==> src/rtl/lhc_pkg.sv <==
// Shared types and constants for the LRU handle cache.
`default_nettype none

package lhc_pkg;

   localparam int unsigned CMD_W      = 2;
   localparam int unsigned STATUS_W   = 3;
   localparam int unsigned WORD_W     = 32;
   localparam int unsigned STAMP_W    = 64;
   localparam int unsigned REQ_DATA_W = 136;
   localparam int unsigned RSP_DATA_W = 72;

   // Request command codes
   localparam logic [CMD_W-1:0] CMD_LOOKUP  = 2'd0;
   localparam logic [CMD_W-1:0] CMD_RELEASE = 2'd1;
   localparam logic [CMD_W-1:0] CMD_FLUSH   = 2'd2;

   // Response status codes
   localparam logic [STATUS_W-1:0] ST_HIT           = 3'd0;
   localparam logic [STATUS_W-1:0] ST_INSERTED      = 3'd1;
   localparam logic [STATUS_W-1:0] ST_REJECTED      = 3'd2;
   localparam logic [STATUS_W-1:0] ST_IMPORT_FAILED = 3'd3;
   localparam logic [STATUS_W-1:0] ST_DONE          = 3'd4;

   typedef enum logic [1:0] {
      OP_LOOKUP  = 2'd0,
      OP_RELEASE = 2'd1,
      OP_FLUSH   = 2'd2,
      OP_REJECT  = 2'd3
   } op_kind_type;

   // Controller to datapath
   typedef struct packed {
      logic load_req;
      logic scan_run;
      logic commit;
   } ctl_cmd_type;

   // Datapath to controller
   typedef struct packed {
      op_kind_type kind;
      logic        scan_done;
      logic        out_free;
   } dp_stat_type;

endpackage

`default_nettype wire

==> src/rtl/lhc_ctrl.sv <==
// Sequencing state machine for the LRU handle cache.
`default_nettype none

module lhc_ctrl (
   input  wire                  clock,
   input  wire                  reset,
   input  wire                  req_tvalid,
   output logic                 req_tready,
   input  wire lhc_pkg::dp_stat_type stat,
   output lhc_pkg::ctl_cmd_type cmd
);

   typedef enum logic [2:0] {
      S_IDLE   = 3'b001,
      S_SCAN   = 3'b010,
      S_COMMIT = 3'b100
   } state_type;

   state_type state_ff, state_in;

   always_comb begin
      state_in   = state_ff;
      cmd        = '0;
      req_tready = 1'b0;
      unique case (state_ff)
         S_IDLE: begin
            req_tready = 1'b1;
            if (req_tvalid) begin
               cmd.load_req = 1'b1;
               state_in     = S_SCAN;
            end
         end
         S_SCAN: begin
            if (stat.kind == lhc_pkg::OP_LOOKUP || stat.kind == lhc_pkg::OP_RELEASE) begin
               cmd.scan_run = 1'b1;
               if (stat.scan_done) begin
                  state_in = S_COMMIT;
               end
            end else begin
               state_in = S_COMMIT;
            end
         end
         S_COMMIT: begin
            if (stat.out_free) begin
               cmd.commit = 1'b1;
               state_in   = S_IDLE;
            end
         end
         default: begin
            state_in = S_IDLE;
         end
      endcase
   end

   always_ff @(posedge clock) begin
      if (reset) begin
         state_ff <= S_IDLE;
      end else begin
         state_ff <= state_in;
      end
   end

endmodule

`default_nettype wire

==> config.mk <==
export PLATFORM = sky130hd
export DESIGN_NAME = lhc_ctrl
export DESIGN_NICKNAME = d
export VERILOG_FILES = /design/src/rtl/lhc_pkg.sv /design/src/rtl/lhc_ctrl.sv
export SDC_FILE = /design/constraint.sdc
export NUM_CORES = 1
export LEC_CHECK = 0
export ABC_AREA = 1
export ABC_CLOCK_PERIOD_IN_PS = 1400
export BUFFER_PORTS_ARGS = -buffer_cell sky130_fd_sc_hd__buf_2
export CORE_AREA = 2 2 39 41
export DETAILED_ROUTE_END_ITERATION = 10
export DIE_AREA = 0 0 41 43
export GPL_TIMING_DRIVEN = 0
export PLACE_DENSITY_LB_ADDON = 0.05
export SYNTH_ARGS = -nofsm -noshare
export SYNTH_HDL_FRONTEND = slang
export SYNTH_SLANG_ARGS = --single-unit
==> constraint.sdc <==
create_clock -name clock -period 1.4 [get_ports clock]
set_clock_uncertainty 0.1 [all_clocks]
set_input_delay 0.14 -clock clock [delete_from_list [all_inputs] [get_ports clock]]
set_output_delay 0.14 -clock clock [all_outputs]
set_load 0.02 [all_outputs]
Word level (Yosys, flattened, before mapping)
Cells that the tools add are included.

storage, ports and cells
  bits in registers = 3
  bits of input ports = 7
  output and inout bits = 4
  logic and storage cells = 23

operators by class
  eq/ne operators = 7
  multiplexer cells = 12
  reduce and logical (&&, ||, !) cells = 3

operator list
  kind                                                              number
  3-bit two-way mux                                                 4
  3-bit one-hot mux with 3 select lines                             1
  1-bit two-way mux                                                 7
  2-bit != test (second input constant)                             2
  3-bit by 1-bit == test with 1-bit output (second input constant)  1
  3-bit by 2-bit == test with 1-bit output (second input constant)  1
  3-bit == test (second input constant)                             1
  3-bit != test (second input constant)                             1
  3-bit AND reduction                                               1
  2-bit by 1-bit == test with 1-bit output (second input constant)  1
  2-bit logical NOT                                                 1
  1-bit logical OR                                                  1

Depth between registers and ports, before layout
  depth in word-level cells = 4
  gate-level depth with buffers = 7
  gate-level depth less buffers = 7

Least setup slack after synthesis
OpenSTA, ideal clock, no wires.

  path type = flip-flop to output port
  start point = register state_ff[0]
  end point = output cmd[2] in the netlist's numbering
  arrival = 0.966 ns
  required time = 1.160 ns
  setup slack = 0.194 ns
  cell stages (with the launch flop) = 7
  path buffers = 0
  cells stage by stage = dfxtp_1 inv_1 nor2_2 nand2_1 inv_1 nand2_1 inv_1

RTL lines
  what                    line            RTL
  start, declared         lhc_ctrl.sv:19  state_type state_ff, state_in;
  start signal, assigned  lhc_ctrl.sv:59  state_ff <= state_in;
  end, declared           lhc_ctrl.sv:10  output lhc_pkg::ctl_cmd_type cmd

==> flow_summary.toml <==
[run_status]
outcome = "finished clean"

[grt]
grt_max_degree = 5
antenna_found_initial = 0
grt_pass1_vias = 226
grt_overflow = 0
grt_usage = 0.0643
grt_pass1_wl_um = 745

[run]
maxCapViolations = 0

[floorplan]
dieHeight_um = 43
die-area_sq_mm = 0.00176
rows = 14
die_w_um = 41
core_sq_mm = 0.00138
ios = 11
start_util = 0.140

[setup_path]
arrival_ns = 1.08
required_ns = 1.16
crit_type = "reg -> out"
crit_path_start_kind = "register"
crit_fanout = 4
end_kind = "primary output"

[clocking]
cts_buffers = 3
clock_path_buffers = 2
clock_sinks = 3
clockRootBuffer = "clkbuf_4"
clkLatencyLatePin_ns = 0.23
post_cts_buffers = 0
tritoncts = "yes"
clk_pin_slew_ns = 0.03
htree_levels = 1

[placed_design]
dp_slack_ns = 0.207
portBuffers = 9
placed_area_sq_um = 259
hpwl_um = 410
place.gp.congestion = 0.625
dp_cells = 57

[power]
p_int_mw = 0.234
combPwrFrac = 0.256
p_total_mw = 0.333
p_sw_frac = 0.297
power_per_cell_area_mw_per_mm2 = 1080
power.switching_mw = 0.0986
power.leakage_nw = 0.158
power_frac_seq = 0.301
p_clk_frac = 0.443
ir_drop_mv = 0.233

[sta]
setup_viol = 0
fmax_ghz = 0.757
period_needed_ns = 1.32
hold_viol = 0
tns_ns = 0
worst_slack_ns = 0.0790
rsz0062_at_grt = "false"
worst_pin_slew_ns = 0.184
period_share = 0.944
maxSlewViolCount = 0
relSlewSlack = 0.877

[layout]
drive_gt1_frac = 0.413
final_net_count = 54
mostFrequentLayoutCells = "buf_2, nor2_1, inv_1, nand2_1"
largest_reg_flops = 3
fillerInstances = 159
n_antenna_cell = 0
fin_area_sq_um = 307
final_cell_count_no_fill = 62
final_common_cell = "buf_2"
reg_top3 = "state_ff x3"
area_delta_synth_final_pct = 58.1
largest_register = "state_ff"

[route]
first_pass_iters = 3
dr.first_iter.drc_count = 3
via_count = 223
drc_errors = 0
wire_per_inst_um = 7.61
post_drt_via_cell_ratio = 3.60
drt.antenna.violating_nets = 0
routed_wl_um = 472

[yosys]
seq_area_frac_synth = 0.310
ys_warn_count = 0
synth_area_sq_um = 194
synth_fp_nets = 39
synth-seq-cells = 3
syn_avg_cell_area_sq_um = 6.06
syn_inst = 32
synth_cell_types = 12

[hold_path]
hold_class = "in -> reg"
cell families (layout without fill, tap and decap cells):
| kind of cell | after synthesis | in the layout | share of synthesized area |
|---|---|---|---|
| compound gates | 3 | 3 | 0.103 |
| buf+inv | 8 | 22 | 0.155 |
| flops | 3 | 3 | 0.310 |
| simple gates | 18 | 18 | 0.432 |
power by group through the flow:
stage | clock network (mW) | registers (mW) | logic, mW
6_report | 0.147 | 0.0999 | 0.0851
5_1_grt | 0.157 | 0.101 | 0.0955
4_1_cts | 0.157 | 0.0983 | 0.0816
3_5_place_dp | 0 | 0.0990 | 0.0759
3_3_place_gp | 0 | 0.0993 | 0.0756
2_1_floorplan | 0 | 0.0979 | 0.0514
critical path, cell delays in order, from the launching register on:
cell     delay, ns
dfxtp_1       0.34
nor2_4        0.13
nand2_2       0.06
inv_2         0.06
nand2_1       0.07
inv_1         0.06
buf_4         0.13
layout make-up:
type | count | area (sq um) | share of cell area
clock buffer | 4 | 26.3 | 0.0857
multi-input combinational | 21 | 111 | 0.363
inverter | 8 | 30.0 | 0.0980
tap | 16 | 20.0 | 0.0653
sequential | 3 | 61.3 | 0.200
timing repair buffer | 10 | 57.6 | 0.188
what timing repair did:
action                     in CTS  in global routing
setup endpoints to repair       1                  1
resized for setup               3                  4
hold buffers                    1                  0
hold endpoints to repair        1                  0
through the flow:
stage | hold WS [ns] | utilization
after CTS | 0.105 | 0.215
after global routing | 0.123 | 0.222
after detailed placement | 0.238 | 0.187
final | 0.108 | 0.222
after global placement | 0.236 | 0.187
after floorplan | 0.102 | -
routing by layer:
layer	GRT usage	vias up	part of all wire
met5	0	-	0
met4	0.0600	0	0
met2	0.0969	3	0.54
li1	-	126	-
met3	0.0157	0	0.044
met1	0.0675	94	0.42
synthesized netlist by cell type:
cell type	number	area share
a21oi_1	1	0.026
a21oi_2	1	0.045
dfxtp_1	3	0.31
or2_0	1	0.032
nor2_1	5	0.097
nor2_2	1	0.032
nand3_1	3	0.077
a31oi_1	1	0.032
inv_1	8	0.15
or2_1	1	0.032
nand4_1	2	0.065
nand2_1	5	0.097
final timing paths:
path                            cells past startpoint  slack (ns)     endpoint         from
worst max-delay path                                6        0.08       cmd[2]  state_ff[1]
worst min-delay path                                3        0.11  state_ff[1]   req_tvalid
worst max register to register                      4        0.24  state_ff[0]  state_ff[1]
worst min register to register                      3        0.51  state_ff[2]  state_ff[0]
(Power assumes the default switching activity.)
